<file path="src/rtl/core/pgbm_pkg.sv">
// shared types and constants of the point grid binning block
package pgbm_pkg;

  localparam int IdxW   = 20;
  localparam int SumW   = 64;
  localparam int CountW = 32;

  localparam logic CMD_ADD  = 1'b0;
  localparam logic CMD_READ = 1'b1;

  typedef enum logic [2:0] {
    CFG_ORIGIN_X     = 3'd0,
    CFG_ORIGIN_Y     = 3'd1,
    CFG_CELL_SIZE    = 3'd2,
    CFG_GRID_COLUMNS = 3'd3,
    CFG_GRID_ROWS    = 3'd4,
    CFG_VALUE_MODE   = 3'd5,
    CFG_CLASS_FILTER = 3'd6,
    CFG_CLASS_MASK   = 3'd7
  } cfg_idx_t;

  typedef enum logic [1:0] {
    MODE_Z         = 2'd0,
    MODE_INTENSITY = 2'd1,
    MODE_COUNT     = 2'd2,
    MODE_SPARE     = 2'd3
  } mode_t;

  typedef enum logic [1:0] {
    OP_REJECT    = 2'd0,
    OP_ADD       = 2'd1,
    OP_READ      = 2'd2,
    OP_READ_NONE = 2'd3
  } op_t;

  typedef enum logic [1:0] {
    F_IDLE, F_CHECK, F_DIV, F_PUSH
  } front_state_t;

  typedef enum logic [2:0] {
    B_CLEAR, B_IDLE, B_RD_WAIT, B_DIV, B_OUT
  } back_state_t;

  typedef struct packed {
    logic               command;
    logic signed [31:0] point_x;
    logic signed [31:0] point_y;
    logic signed [31:0] point_z;
    logic [15:0]        point_intensity;
    logic [4:0]         class_code;
    logic [5:0]         read_row;
    logic [5:0]         read_column;
  } in_item_t;

  typedef struct packed {
    logic               accepted;
    logic signed [31:0] cell_value;
    logic               cell_empty;
    logic [31:0]        cell_count;
  } out_item_t;

  typedef struct packed {
    logic signed [31:0] origin_x;
    logic signed [31:0] origin_y;
    logic [30:0]        cell_size;
    logic [6:0]         grid_columns;
    logic [6:0]         grid_rows;
    mode_t              value_mode;
    logic               class_filter_on;
    logic [31:0]        class_mask;
  } cfg_t;

  typedef struct packed {
    op_t                op;
    logic [IdxW-1:0]    idx;
    logic signed [31:0] addend;
  } q_entry_t;

  typedef struct packed {
    logic [SumW-1:0]   sum;
    logic [CountW-1:0] count;
  } cell_t;

  typedef struct packed {
    logic clearing;
  } back_status_t;

endpackage

</file>
<file path="src/rtl/core/pgbm_fifo.sv">
// two entry queue between the classifying front and the cell update back
module pgbm_fifo (
  input  logic               clk,
  input  logic               rst_n,
  input  logic               push_valid,
  output logic               push_ready,
  input  pgbm_pkg::q_entry_t push_data,
  output logic               pop_valid,
  input  logic               pop_ready,
  output pgbm_pkg::q_entry_t pop_data
);
  import pgbm_pkg::*;

  q_entry_t   mem_r [2];
  logic       wr_ptr_r, rd_ptr_r;
  logic [1:0] cnt_r;
  logic       do_push, do_pop;

  assign push_ready = (cnt_r != 2'd2);
  assign pop_valid  = (cnt_r != 2'd0);
  assign pop_data   = mem_r[rd_ptr_r];
  assign do_push    = push_valid && push_ready;
  assign do_pop     = pop_valid && pop_ready;

  always_ff @(posedge clk) begin
    if (!rst_n) begin
      wr_ptr_r <= 1'b0;
      rd_ptr_r <= 1'b0;
      cnt_r    <= 2'd0;
    end else begin
      if (do_push) begin
        wr_ptr_r <= ~wr_ptr_r;
      end
      if (do_pop) begin
        rd_ptr_r <= ~rd_ptr_r;
      end
      cnt_r <= cnt_r + {1'b0, do_push} - {1'b0, do_pop};
    end
    if (do_push) begin
      mem_r[wr_ptr_r] <= push_data;
    end
  end
endmodule

</file>
<file path="config.mk">
export PLATFORM = sky130hd
export DESIGN_NAME = pgbm_fifo
export DESIGN_NICKNAME = d
export VERILOG_FILES = /design/src/rtl/core/pgbm_pkg.sv /design/src/rtl/core/pgbm_fifo.sv
export SDC_FILE = /design/constraint.sdc
export NUM_CORES = 1
export LEC_CHECK = 0
export BUFFER_PORTS_ARGS = -buffer_cell sky130_fd_sc_hd__clkbuf_2
export CAP_MARGIN = 20
export CORE_MARGIN = 10
export CORE_UTILIZATION = 46
export DETAILED_ROUTE_END_ITERATION = 6
export PLACE_DENSITY_LB_ADDON = 0.2
export SYNTH_ARGS = -nofsm -noshare
export SYNTH_HDL_FRONTEND = slang
export SYNTH_SLANG_ARGS = --single-unit
</file>
<file path="constraint.sdc">
create_clock -name clk -period 3.5 [get_ports clk]
set_clock_uncertainty 0.05 [all_clocks]
set_input_delay 0.525 -clock clk [delete_from_list [all_inputs] [get_ports clk]]
set_output_delay 0.525 -clock clk [all_outputs]
set_load 0.02 [all_outputs]
</file>
==> metrics.md <==
| Metric | Value |
|---|---|
| R2R Setup Slk | 1670 ps |
| Largest net degree at the start of global routing | 34 |
| Initial core utilization | 47.4% |
| Worst skew pair latency | between 400 and 500 ps |
| RR Endpoint | mem_r[1][17] |
| PwrDens | around 800 mW/mm^2 |
| Switching Power | 1.27 mW |
| Count of pins over their slew limit | 0 |
| Dominant cell type by area after synthesis | edfxtp_1 |
| Hold_buf cts | 0 |
| Library cells used by synthesis | 18 |
| Reg2Reg Depth | 3 |
| Min cycle time layout | 2690 ps |
| Synth Net Count | 252 |
| Post-synthesis sequential element count | about 110 |
| Post-CTS setup buffers | 0 |
| Synth area leaders | edfxtp_1, mux2_4, buf_12 |
| Worst r2r src | cnt_r[0] |
| Internal power | 3.37 mW |
| Total GRT Usage | 12.0% |
| Max IR drop VDD | between 0.5 and 0.6 mV |
| 1st-pass router iterations | 4 |
| Status | finished, final reports clean |
| WHS Path Cells | 1 |
| Slew HR | 55.3% |
| Initial antenna violation count | 0 |
| Ys Warns | 0 |
| Slowest-stage cell, CP | dfxtp_4 |
| # H-tree levels | 4 |
| Total vias in the final route | 2140 |
| Initial DRC count | 73 |
| RSZ-0062 raised after global routing | no |
| Share of the yosys chip area belonging to registers | 76.3% |
| Design area | ~0.0057 mm^2 |
| Worst hold slack | around 170 ps |
| Slowest stage delay, CP | 760 ps |
| Cell family with most CP delay | flip-flops |
| Hold worst-path end | mem_r[0][20] |
| First-pass GRT wire length | 13.1 mm |
| Comb pwr share | 23.8% |
| Placed Area | 0.00506 mm^2 |
| Final count of hold timing violations | 0 |
| Antenna cell count | 0 |
| DR DRC count | 0 |
| Slew @ Worst Pin | 670 ps |
| Final setup violation count | 0 |
| Syn-to-layout area delta | 29.3% |
| Crit path buf inv count | 2 |
| TritonCTS clock tree | yes |
| Switch share | 27.4% |
| Area share of the largest cell type after synthesis | 74.0% |
| Die height | 118 um |
| Pre-CTS worst setup slack | between 1000 and 1500 ps |
| CP Launch Type | register |
| Clock slew at reported path FFs | 50 ps |
| # port buffers | ~110 |
| Final ANT Viol Nets | 0 |
| Drt wl/cell | 17.2 um |
| Leading cell type in the layout, fill and taps excluded | clkbuf_2 |
| Gpl congestion | 0.719 |
| Via density | between 4 and 5 |
| Layout net count | between 300 and 400 |
| Endpoint class of the critical path | output port |
| Ratio of cells with drive above 1 in the final layout | 61.0% |
| Flop pwr share | 39.3% |
| Vias in the first global route | 2508 |
| Critical path fanouts, max | 33 |
| Clock root buffer | clkbuf_8 |
| Num CTS Buffers | 17 |
| Core ar. | slightly above 0.009 mm^2 |
| Cell Area, Synth | 0.00438 mm^2 |
| Clock Path Buffers | 2 |
| Critical path required time | 2920 ps |
| HP Start | push_data[20] |
| # rows | 35 |
| Pwr Total | 4.64 mW |
| HP Class | in -> reg |
| Setup ws final | roughly 810 ps |
| Kind of critical path | reg -> out |
| Worst-path cell chain | buf_4 > mux2_4 > clkbuf_2 |
| Setup_tns | 0 ps |
| Commonest non-fill, non-tap cells in the layout | clkbuf_2, edfxtp_1, mux2_4 |
| Post-DP HPWL | 5.60 mm |
| Max cap viols | 0 |
| Syn Inst Count | 192 |
| Gr ovfl total | 0 |
| DIE AREA | 0.0138 mm^2 |
| Leak | ~2.3 nW |
| Fin crit share | 77.0% |
| Die width | approximately 120 um |
| Post-Syn Area per Cell | 22.8 um^2 |
| CTS-repair resized insts | 0 |
| Clock power frac | 36.9% |
| Routed wire length | ~8 mm |
| Fmax | 371 MHz |
| Crit path DAT | 2120 ps |
| # IOs | ~110 |
| # clock sinks | 113 |
## layout make-up
class	count	area, um^2
Fill cell	716	3570
Sequential cell	113	3350
Multi-Input combinational cell	72	935
Timing Repair Buffer	118	616
Clock buffer	17	414
Clock inverter	15	193
Tap cell	129	161
Inverter	1	3.75
## through the flow
step,instances,utilization [%]
floorplan,192,-
CTS,465,61.4
global route,465,61.4
finish,465,61.4
global placement,433,54.8
detailed placement,433,54.8
## state kept, by name, indices dropped and copies added (netlist names), named ones only
name      flops
wr_ptr_r      1
mem_r       108
cnt_r         2
rd_ptr_r      1
## cells in the mapped netlist
master	n
edfxtp_1	108
mux2_4	50
buf_12	5
dfxtp_1	5
mux2_2	4
xnor2_1	3
and2_1	2
ha_1	2
nand2_1	2
nand2b_1	2
nor2b_1	2
and3_1	1
buf_6	1
inv_1	1
mux2i_1	1
nor2_1	1
o21a_1	1
or2_2	1
## per-layer routing
layer	vias to the layer above	GRT usage, %	part of all wire [%]
li1	1020	-	-
met1	1044	12.5	40
met2	68	20.6	53
met3	8	5.71	6.6
met4	0	4.17	0.84
met5	-	0	0
## kinds of logic (layout without fill, tap and decap cells)
kind of cell               Yosys count  in the layout  share of synthesized area [%]
muxes                               55             55                           18.4
DFF                                113            113                           76.3
buffers and inverters                7            151                           2.63
adders and majority gates            2              2                          0.571
xor gates and xnor gates             3              3                          0.599
AOI/OAI and AO/OA                    1              1                          0.171
and+or+nand+nor                     11             11                           1.40
## power by group through the flow
stage / Sequential [mW] / Clock, mW / Combinational, mW
3_3_place_gp: 1.84 / 0 / 1.12
6_report: 1.82 / 1.71 / 1.10
2_1_floorplan: 1.77 / 0 / 0.927
4_1_cts: 1.83 / 1.75 / 1.13
3_5_place_dp: 1.85 / 0 / 1.12
5_1_grt: 1.85 / 1.82 / 1.19
## worst register-to-register path: cells and delay by family (launching register included)
family        cells  cell delay [ps]
simple gates      2              790
buf+inv           1              310
flops             1              370
## worst max path at each step
stage	start	end	slack, ps	depth (start not counted)
3_5_place_dp	register	pop_data[12]	1280	3
3_3_place_gp	register	pop_data[11]	1300	3
6_report	register	pop_data[12]	810	3
5_1_grt	register	pop_data[30]	670	3
4_1_cts	register	pop_data[12]	740	3
2_1_floorplan	cnt_r[0]	mem_r[0][0]	860	3
Power figures use the tool's default switching activity.
