--- config.mk ---
export PLATFORM = sky130hd
export DESIGN_NAME = pgbm_front_flat
export DESIGN_NICKNAME = d
export VERILOG_FILES = /design/src/rtl/core/pgbm_pkg.sv /design/src/rtl/core/pgbm_ifs.sv /design/src/rtl/core/pgbm_div.sv /design/src/rtl/core/pgbm_front.sv /design/src/flat_wrapper.sv
export SDC_FILE = /design/constraint.sdc
export NUM_CORES = 1
export LEC_CHECK = 0
export BUFFER_PORTS_ARGS = -buffer_cell sky130_fd_sc_hd__buf_4
export CAP_MARGIN = 5
export CORE_AREA = 2 2 213 215
export DETAILED_ROUTE_END_ITERATION = 8
export DIE_AREA = 0 0 215 217
export PLACE_DENSITY = 0.77
export SLEW_MARGIN = 20
export SYNTH_ARGS = -nofsm -noshare
export SYNTH_HDL_FRONTEND = slang
export SYNTH_HIERARCHICAL = 1
export SYNTH_SLANG_ARGS = --single-unit
--- constraint.sdc ---
create_clock -name clk -period 5.05 [get_ports clk]
set_input_delay 0.505 -clock clk [delete_from_list [all_inputs] [get_ports clk]]
set_output_delay 0.505 -clock clk [all_outputs]
set_load 0.1 [all_outputs]
--- src/rtl/core/pgbm_pkg.sv ---
// shared types and constants of the point grid binning block
package pgbm_pkg;

  localparam int IdxW   = 20;
  localparam int SumW   = 64;
  localparam int CountW = 32;

  localparam logic CMD_ADD  = 1'b0;
  localparam logic CMD_READ = 1'b1;

  typedef enum logic [2:0] {
    CFG_ORIGIN_X     = 3'd0,
    CFG_ORIGIN_Y     = 3'd1,
    CFG_CELL_SIZE    = 3'd2,
    CFG_GRID_COLUMNS = 3'd3,
    CFG_GRID_ROWS    = 3'd4,
    CFG_VALUE_MODE   = 3'd5,
    CFG_CLASS_FILTER = 3'd6,
    CFG_CLASS_MASK   = 3'd7
  } cfg_idx_t;

  typedef enum logic [1:0] {
    MODE_Z         = 2'd0,
    MODE_INTENSITY = 2'd1,
    MODE_COUNT     = 2'd2,
    MODE_SPARE     = 2'd3
  } mode_t;

  typedef enum logic [1:0] {
    OP_REJECT    = 2'd0,
    OP_ADD       = 2'd1,
    OP_READ      = 2'd2,
    OP_READ_NONE = 2'd3
  } op_t;

  typedef enum logic [1:0] {
    F_IDLE, F_CHECK, F_DIV, F_PUSH
  } front_state_t;

  typedef enum logic [2:0] {
    B_CLEAR, B_IDLE, B_RD_WAIT, B_DIV, B_OUT
  } back_state_t;

  typedef struct packed {
    logic               command;
    logic signed [31:0] point_x;
    logic signed [31:0] point_y;
    logic signed [31:0] point_z;
    logic [15:0]        point_intensity;
    logic [4:0]         class_code;
    logic [5:0]         read_row;
    logic [5:0]         read_column;
  } in_item_t;

  typedef struct packed {
    logic               accepted;
    logic signed [31:0] cell_value;
    logic               cell_empty;
    logic [31:0]        cell_count;
  } out_item_t;

  typedef struct packed {
    logic signed [31:0] origin_x;
    logic signed [31:0] origin_y;
    logic [30:0]        cell_size;
    logic [6:0]         grid_columns;
    logic [6:0]         grid_rows;
    mode_t              value_mode;
    logic               class_filter_on;
    logic [31:0]        class_mask;
  } cfg_t;

  typedef struct packed {
    op_t                op;
    logic [IdxW-1:0]    idx;
    logic signed [31:0] addend;
  } q_entry_t;

  typedef struct packed {
    logic [SumW-1:0]   sum;
    logic [CountW-1:0] count;
  } cell_t;

  typedef struct packed {
    logic clearing;
  } back_status_t;

endpackage

--- src/rtl/core/pgbm_ifs.sv ---
// valid/ready channel interfaces for point items and cell results
interface pgbm_in_if;
  import pgbm_pkg::*;
  logic     valid;
  logic     ready;
  in_item_t payload;
  modport source (output valid, output payload, input ready);
  modport sink (input valid, input payload, output ready);
endinterface


--- src/rtl/core/pgbm_div.sv ---
// iterative restoring unsigned divider, one quotient bit per cycle
module pgbm_div #(
  parameter int NW = 32,
  parameter int DW = 32
) (
  input  logic          clk,
  input  logic          rst_n,
  input  logic          start,
  input  logic [NW-1:0] dividend,
  input  logic [DW-1:0] divisor,
  output logic          done,
  output logic [NW-1:0] quotient
);
  localparam int CW = $clog2(NW + 1);

  logic          busy_r, busy_nxt;
  logic          done_r, done_nxt;
  logic [CW-1:0] cnt_r, cnt_nxt;
  logic [NW-1:0] q_r, q_nxt;
  logic [DW-1:0] rem_r, rem_nxt;
  logic [DW-1:0] dvs_r, dvs_nxt;
  logic [DW:0]   rem_sh;

  always_comb begin
    busy_nxt = busy_r;
    done_nxt = 1'b0;
    cnt_nxt  = cnt_r;
    q_nxt    = q_r;
    rem_nxt  = rem_r;
    dvs_nxt  = dvs_r;
    rem_sh   = {rem_r, q_r[NW-1]};
    if (start) begin
      busy_nxt = 1'b1;
      cnt_nxt  = CW'(NW);
      q_nxt    = dividend;
      rem_nxt  = '0;
      dvs_nxt  = divisor;
    end else if (busy_r) begin
      q_nxt = {q_r[NW-2:0], 1'b0};
      if (rem_sh >= {1'b0, dvs_r}) begin
        rem_nxt  = DW'(rem_sh - {1'b0, dvs_r});
        q_nxt[0] = 1'b1;
      end else begin
        rem_nxt = rem_sh[DW-1:0];
      end
      cnt_nxt = cnt_r - 1'b1;
      if (cnt_r == CW'(1)) begin
        busy_nxt = 1'b0;
        done_nxt = 1'b1;
      end
    end
  end

  always_ff @(posedge clk) begin
    if (!rst_n) begin
      busy_r <= 1'b0;
      done_r <= 1'b0;
      cnt_r  <= '0;
    end else begin
      busy_r <= busy_nxt;
      done_r <= done_nxt;
      cnt_r  <= cnt_nxt;
    end
    q_r   <= q_nxt;
    rem_r <= rem_nxt;
    dvs_r <= dvs_nxt;
  end

  assign done     = done_r;
  assign quotient = q_r;
endmodule

--- src/rtl/core/pgbm_front.sv ---
// front part: takes items, filters and finds the cell index
module pgbm_front #(
  parameter int MAX_ROWS    = 64,
  parameter int MAX_COLUMNS = 64
) (
  input  logic               clk,
  input  logic               rst_n,
  input  pgbm_pkg::cfg_t     cfg,
  input  logic               hold,
  pgbm_in_if.sink            in_ch,
  output logic               q_valid,
  input  logic               q_ready,
  output pgbm_pkg::q_entry_t q_data
);
  import pgbm_pkg::*;

  front_state_t       state_r, state_nxt;
  in_item_t           item_r;
  q_entry_t           ent_r, ent_nxt;
  logic signed [32:0] dx, dy;
  logic [30:0]        size_eff;
  logic               div_start, x_done, y_done;
  logic [31:0]        qx, qy;
  logic               filt_fail, in_grid;

  assign dx       = 33'(item_r.point_x) - 33'(cfg.origin_x);
  assign dy       = 33'(item_r.point_y) - 33'(cfg.origin_y);
  assign size_eff = (cfg.cell_size == '0) ? 31'd1 : cfg.cell_size;
  assign filt_fail = cfg.class_filter_on && !cfg.class_mask[item_r.class_code];
  assign in_grid  = (qx < 32'(cfg.grid_columns)) && (qx < 32'(MAX_COLUMNS)) &&
                    (qy < 32'(cfg.grid_rows)) && (qy < 32'(MAX_ROWS));

  pgbm_div #(.NW(32), .DW(31)) u_div_x (
    .clk(clk), .rst_n(rst_n), .start(div_start), .dividend(dx[31:0]),
    .divisor(size_eff), .done(x_done), .quotient(qx)
  );

  pgbm_div #(.NW(32), .DW(31)) u_div_y (
    .clk(clk), .rst_n(rst_n), .start(div_start), .dividend(dy[31:0]),
    .divisor(size_eff), .done(y_done), .quotient(qy)
  );

  always_comb begin
    state_nxt   = state_r;
    ent_nxt     = ent_r;
    div_start   = 1'b0;
    in_ch.ready = (state_r == F_IDLE) && !hold;
    q_valid     = (state_r == F_PUSH);
    case (state_r)
      F_IDLE: begin
        if (in_ch.valid && !hold) begin
          state_nxt = F_CHECK;
        end
      end
      F_CHECK: begin
        ent_nxt.addend = 32'sd0;
        case (cfg.value_mode)
          MODE_INTENSITY: ent_nxt.addend = signed'(32'(item_r.point_intensity));
          MODE_COUNT:     ent_nxt.addend = 32'sd0;
          default:        ent_nxt.addend = item_r.point_z;
        endcase
        if (item_r.command == CMD_READ) begin
          ent_nxt.idx = IdxW'(item_r.read_row) * IdxW'(MAX_COLUMNS) +
                        IdxW'(item_r.read_column);
          ent_nxt.op  = ((32'(item_r.read_row) >= 32'(MAX_ROWS)) ||
                         (32'(item_r.read_column) >= 32'(MAX_COLUMNS))) ?
                        OP_READ_NONE : OP_READ;
          state_nxt   = F_PUSH;
        end else if (filt_fail || dx[32] || dy[32]) begin
          ent_nxt.op = OP_REJECT;
          state_nxt  = F_PUSH;
        end else begin
          div_start = 1'b1;
          state_nxt = F_DIV;
        end
      end
      F_DIV: begin
        if (x_done) begin
          ent_nxt.op  = in_grid ? OP_ADD : OP_REJECT;
          ent_nxt.idx = IdxW'(qy[IdxW-1:0]) * IdxW'(MAX_COLUMNS) + IdxW'(qx[IdxW-1:0]);
          state_nxt   = F_PUSH;
        end
      end
      F_PUSH: begin
        if (q_ready) begin
          state_nxt = F_IDLE;
        end
      end
      default: state_nxt = F_IDLE;
    endcase
  end

  always_ff @(posedge clk) begin
    if (!rst_n) begin
      state_r <= F_IDLE;
    end else begin
      state_r <= state_nxt;
    end
    ent_r <= ent_nxt;
    if (in_ch.valid && in_ch.ready) begin
      item_r <= in_ch.payload;
    end
  end

  assign q_data = ent_r;

  a_accept_idle: assert property (@(posedge clk) disable iff (!rst_n)
    in_ch.valid && in_ch.ready |=> state_r == F_CHECK)
    else $error("item taken outside idle");
  a_div_pair: assert property (@(posedge clk) disable iff (!rst_n)
    x_done == y_done)
    else $error("coordinate dividers out of step");
  a_done_in_div: assert property (@(posedge clk) disable iff (!rst_n)
    x_done |-> state_r == F_DIV)
    else $error("divider finished outside divide state");
endmodule

--- src/flat_wrapper.sv ---
// flat-port wrapper written by rule: the top's interface ports become plain ports
module pgbm_front_flat import pgbm_pkg::*;
#(
  parameter int MAX_ROWS    = 64,
  parameter int MAX_COLUMNS = 64
)
  (clk, rst_n, cfg, hold, q_valid, q_ready, q_data, in_ch_valid, in_ch_payload, in_ch_ready);
  pgbm_in_if in_ch_i ();
  input  logic clk;
  input  logic rst_n;
  input  pgbm_pkg::cfg_t cfg;
  input  logic hold;
  output logic q_valid;
  input  logic q_ready;
  output pgbm_pkg::q_entry_t q_data;
  input wire logic [$bits(in_ch_i.valid)-1:0] in_ch_valid;
  input wire logic [$bits(in_ch_i.payload)-1:0] in_ch_payload;
  output wire logic [$bits(in_ch_i.ready)-1:0] in_ch_ready;
  assign in_ch_i.valid = in_ch_valid;
  assign in_ch_i.payload = in_ch_payload;
  assign in_ch_ready = in_ch_i.ready;
  pgbm_front #(.MAX_ROWS(MAX_ROWS), .MAX_COLUMNS(MAX_COLUMNS)) u_core (.clk(clk), .rst_n(rst_n), .cfg(cfg), .hold(hold), .in_ch(in_ch_i), .q_valid(q_valid), .q_ready(q_ready), .q_data(q_data));
endmodule
==> impl_metrics.yaml <==
run_status:
  status: "complete, no violations"
clock_network:
  cts_hold_buf: 0
  cts_root_buffer: "clkbuf_16"
  cts_inserted_buffers: 45
  htreeDepth: 2
  cts_resized: 0
  cts_tree: "yes"
  clk_pin_slew_ns: 0.06
  clock-sinks: 389
  cts_setup_buffers: 0
  clockBufferDepth: 3
  worstSkewPairLatency_ns: 0.57
floorplanning:
  die-area_um2: 46700
  start_util_pct: 51.8
  die-height_um: 217
  core_um2: 44700
  placementRows: 78
  ios: 335
  die_x_um: 215
critical_path:
  crit_start: "u_core/item_r[97]"
  start_kind: "flop"
  cp.required_ns: 5.36
  r2r_slack_ns: 0.83
  critPathMaxFanout: 142
  cp-end-kind: "flop"
  reg2reg_from: "u_core/item_r[97]"
  path_class: "flop to flop"
  cp.arrival_ns: 4.54
global_routing:
  grt_max_degree: 143
  grt_overflow_total: 0
  antenna_found_initial: 0
  grt_pass1_vias: 17721
  track_usage_pct: 24.9
  grt_pass1_wl_um: 93200
route:
  drc_errors: 0
  firstDrtPassIters: 5
  wire_per_inst_um: 19.0
  totalWireLength_um: 59200
  vias_per_cell: 5.71
  drt-initial-drc-count: 1359
  antenna_left: 0
  vias: 17802
power:
  design_power_total_mw: 14.3
  cellLeakagePower_nw: 11.2
  powerDensity_nw_per_um2: 523
  vdd_ir_drop_max_mv: 0.340
sta:
  setup_violations: 0
  fmax_ghz: 0.237
  rsz0062_at_grt: "no"
  setup_tns_ns: 0
  final_hold_viol_count: 0
  drv_slew: 0
  clock_skew_ns: 0.0163
  min_period_ns: 4.22
  worst_pin_slew_ns: 0.971
  finalCritPeriodShare_pct: 83.6
  slew-limit-headroom_pct: 35.2
  whs_ns: 0.111
  fin_ws_ns: 0.827
placed_design:
  globalplace.congestion: 0.924
  port_buffers: 334
  post_dp_cell_area_um2: 26000
  post-place-ws_ns: 0.609
  place_inst: 3039
  post-dp-hpwl_um: 44300
cells_and_area:
  final_area_um2: 27400
  layout.cells.non_filler: 3116
  flow.area_growth_from_synthesis_pct: 18.2
  num-fill-cells: 3685
  num_antenna_cells: 0
  nNetsFinal: 2931
  drive_gt1_share_pct: 22.1
  fin_util_pct: 61.3
synthesis:
  avgSynthCellArea_um2: 10.5
  yosys_warnings: 6
  synthCells: 2202
  synthesis.nets: 2647
  syn_area_um2: 23200
hold_path:
  hold_class: "primary input to flop"
  worstHoldStart: "in_ch_payload[117]"
job:
  cap_viol_max_count: 0
## report_power, final
part | internal [mW] | switching [mW]
clock network | 1.76 | 1.30
logic | 2.39 | 4.19
registers | 4.27 | 0.414
## cell usage in the layout, fill, tap and decap left out, types with 10 or more instances in the layout
| cell | instances |
|---|---|
| or3_1 | 10 |
| xnor2_1 | 76 |
| a31oi_1 | 22 |
| nand4_1 | 31 |
| or2_2 | 10 |
| nand3_1 | 40 |
| clkbuf_1 | 11 |
| ha_1 | 160 |
| a21oi_1 | 169 |
| a22o_1 | 16 |
| buf_4 | 341 |
| nand2b_1 | 20 |
| a311oi_2 | 12 |
| nor3_1 | 29 |
| and2_1 | 28 |
| mux2i_1 | 26 |
| nor4_1 | 26 |
| inv_1 | 196 |
| mux2_2 | 75 |
| xor2_1 | 31 |
| o211ai_1 | 12 |
| o21a_1 | 19 |
| nor2b_1 | 25 |
| edfxtp_1 | 310 |
| o21ai_0 | 80 |
| dfxtp_1 | 78 |
| and3_1 | 14 |
| a211oi_1 | 53 |
| o21bai_1 | 22 |
| nor2_1 | 157 |
| a21o_1 | 50 |
| nand2_1 | 133 |
| clkbuf_16 | 45 |
## registers in the layout, indices dropped and copies added (netlist names), 2 cells and up
register / count
u_core/u_div_x/dvs_r: 31
u_core/u_div_y/rem_r: 31
u_core/u_div_x/quotient: 32
u_core/item_r: 130
u_core/state_r: 2
u_core/u_div_x/cnt_r: 6
u_core/q_data: 54
u_core/u_div_y/quotient: 32
u_core/u_div_x/rem_r: 31
u_core/u_div_y/dvs_r: 31
u_core/u_div_y/cnt_r: 6
## critical path, cell delays in order (launching register included)
cell	delay, ns
edfxtp_1	0.32
inv_1	0.05
ha_1	0.20
fa_1	0.45
nor2b_4	0.15
o31a_1	0.19
o211ai_2	0.13
a21oi_2	0.32
or4_4	0.23
a21oi_1	0.07
nor3_1	0.53
and2_4	0.30
buf_12	0.54
mux2_2	0.42
## worst paths after layout
kind / end / cells past startpoint
worst min-delay path: u_core/item_r[117] / 1
worst min register to register: u_core/u_div_x/rem_r[16] / 2
worst max register to register: u_core/u_div_x/quotient[2] / 13
worst max-delay path: u_core/u_div_x/quotient[2] / 13
## final cells by class
type,instances,area (um2),share of cell area (%)
clock buffers,57,1180,4.31
clock inverters,20,168,0.612
inverters,196,736,2.69
multi-input cells,1511,11100,40.4
flip-flops and latches,389,10900,39.8
well taps,600,751,2.74
repair buffers,343,2600,9.49
## routing by layer
layer / up-vias / part of all wire, % / global-route usage, %
met5: - / 0 / 0
met4: 0 / 2.1 / 6.07
met3: 86 / 6.4 / 4.56
met2: 564 / 48 / 42.6
met1: 8499 / 43 / 32.8
li1: 8653 / - / -
(Power assumes the default switching activity.)
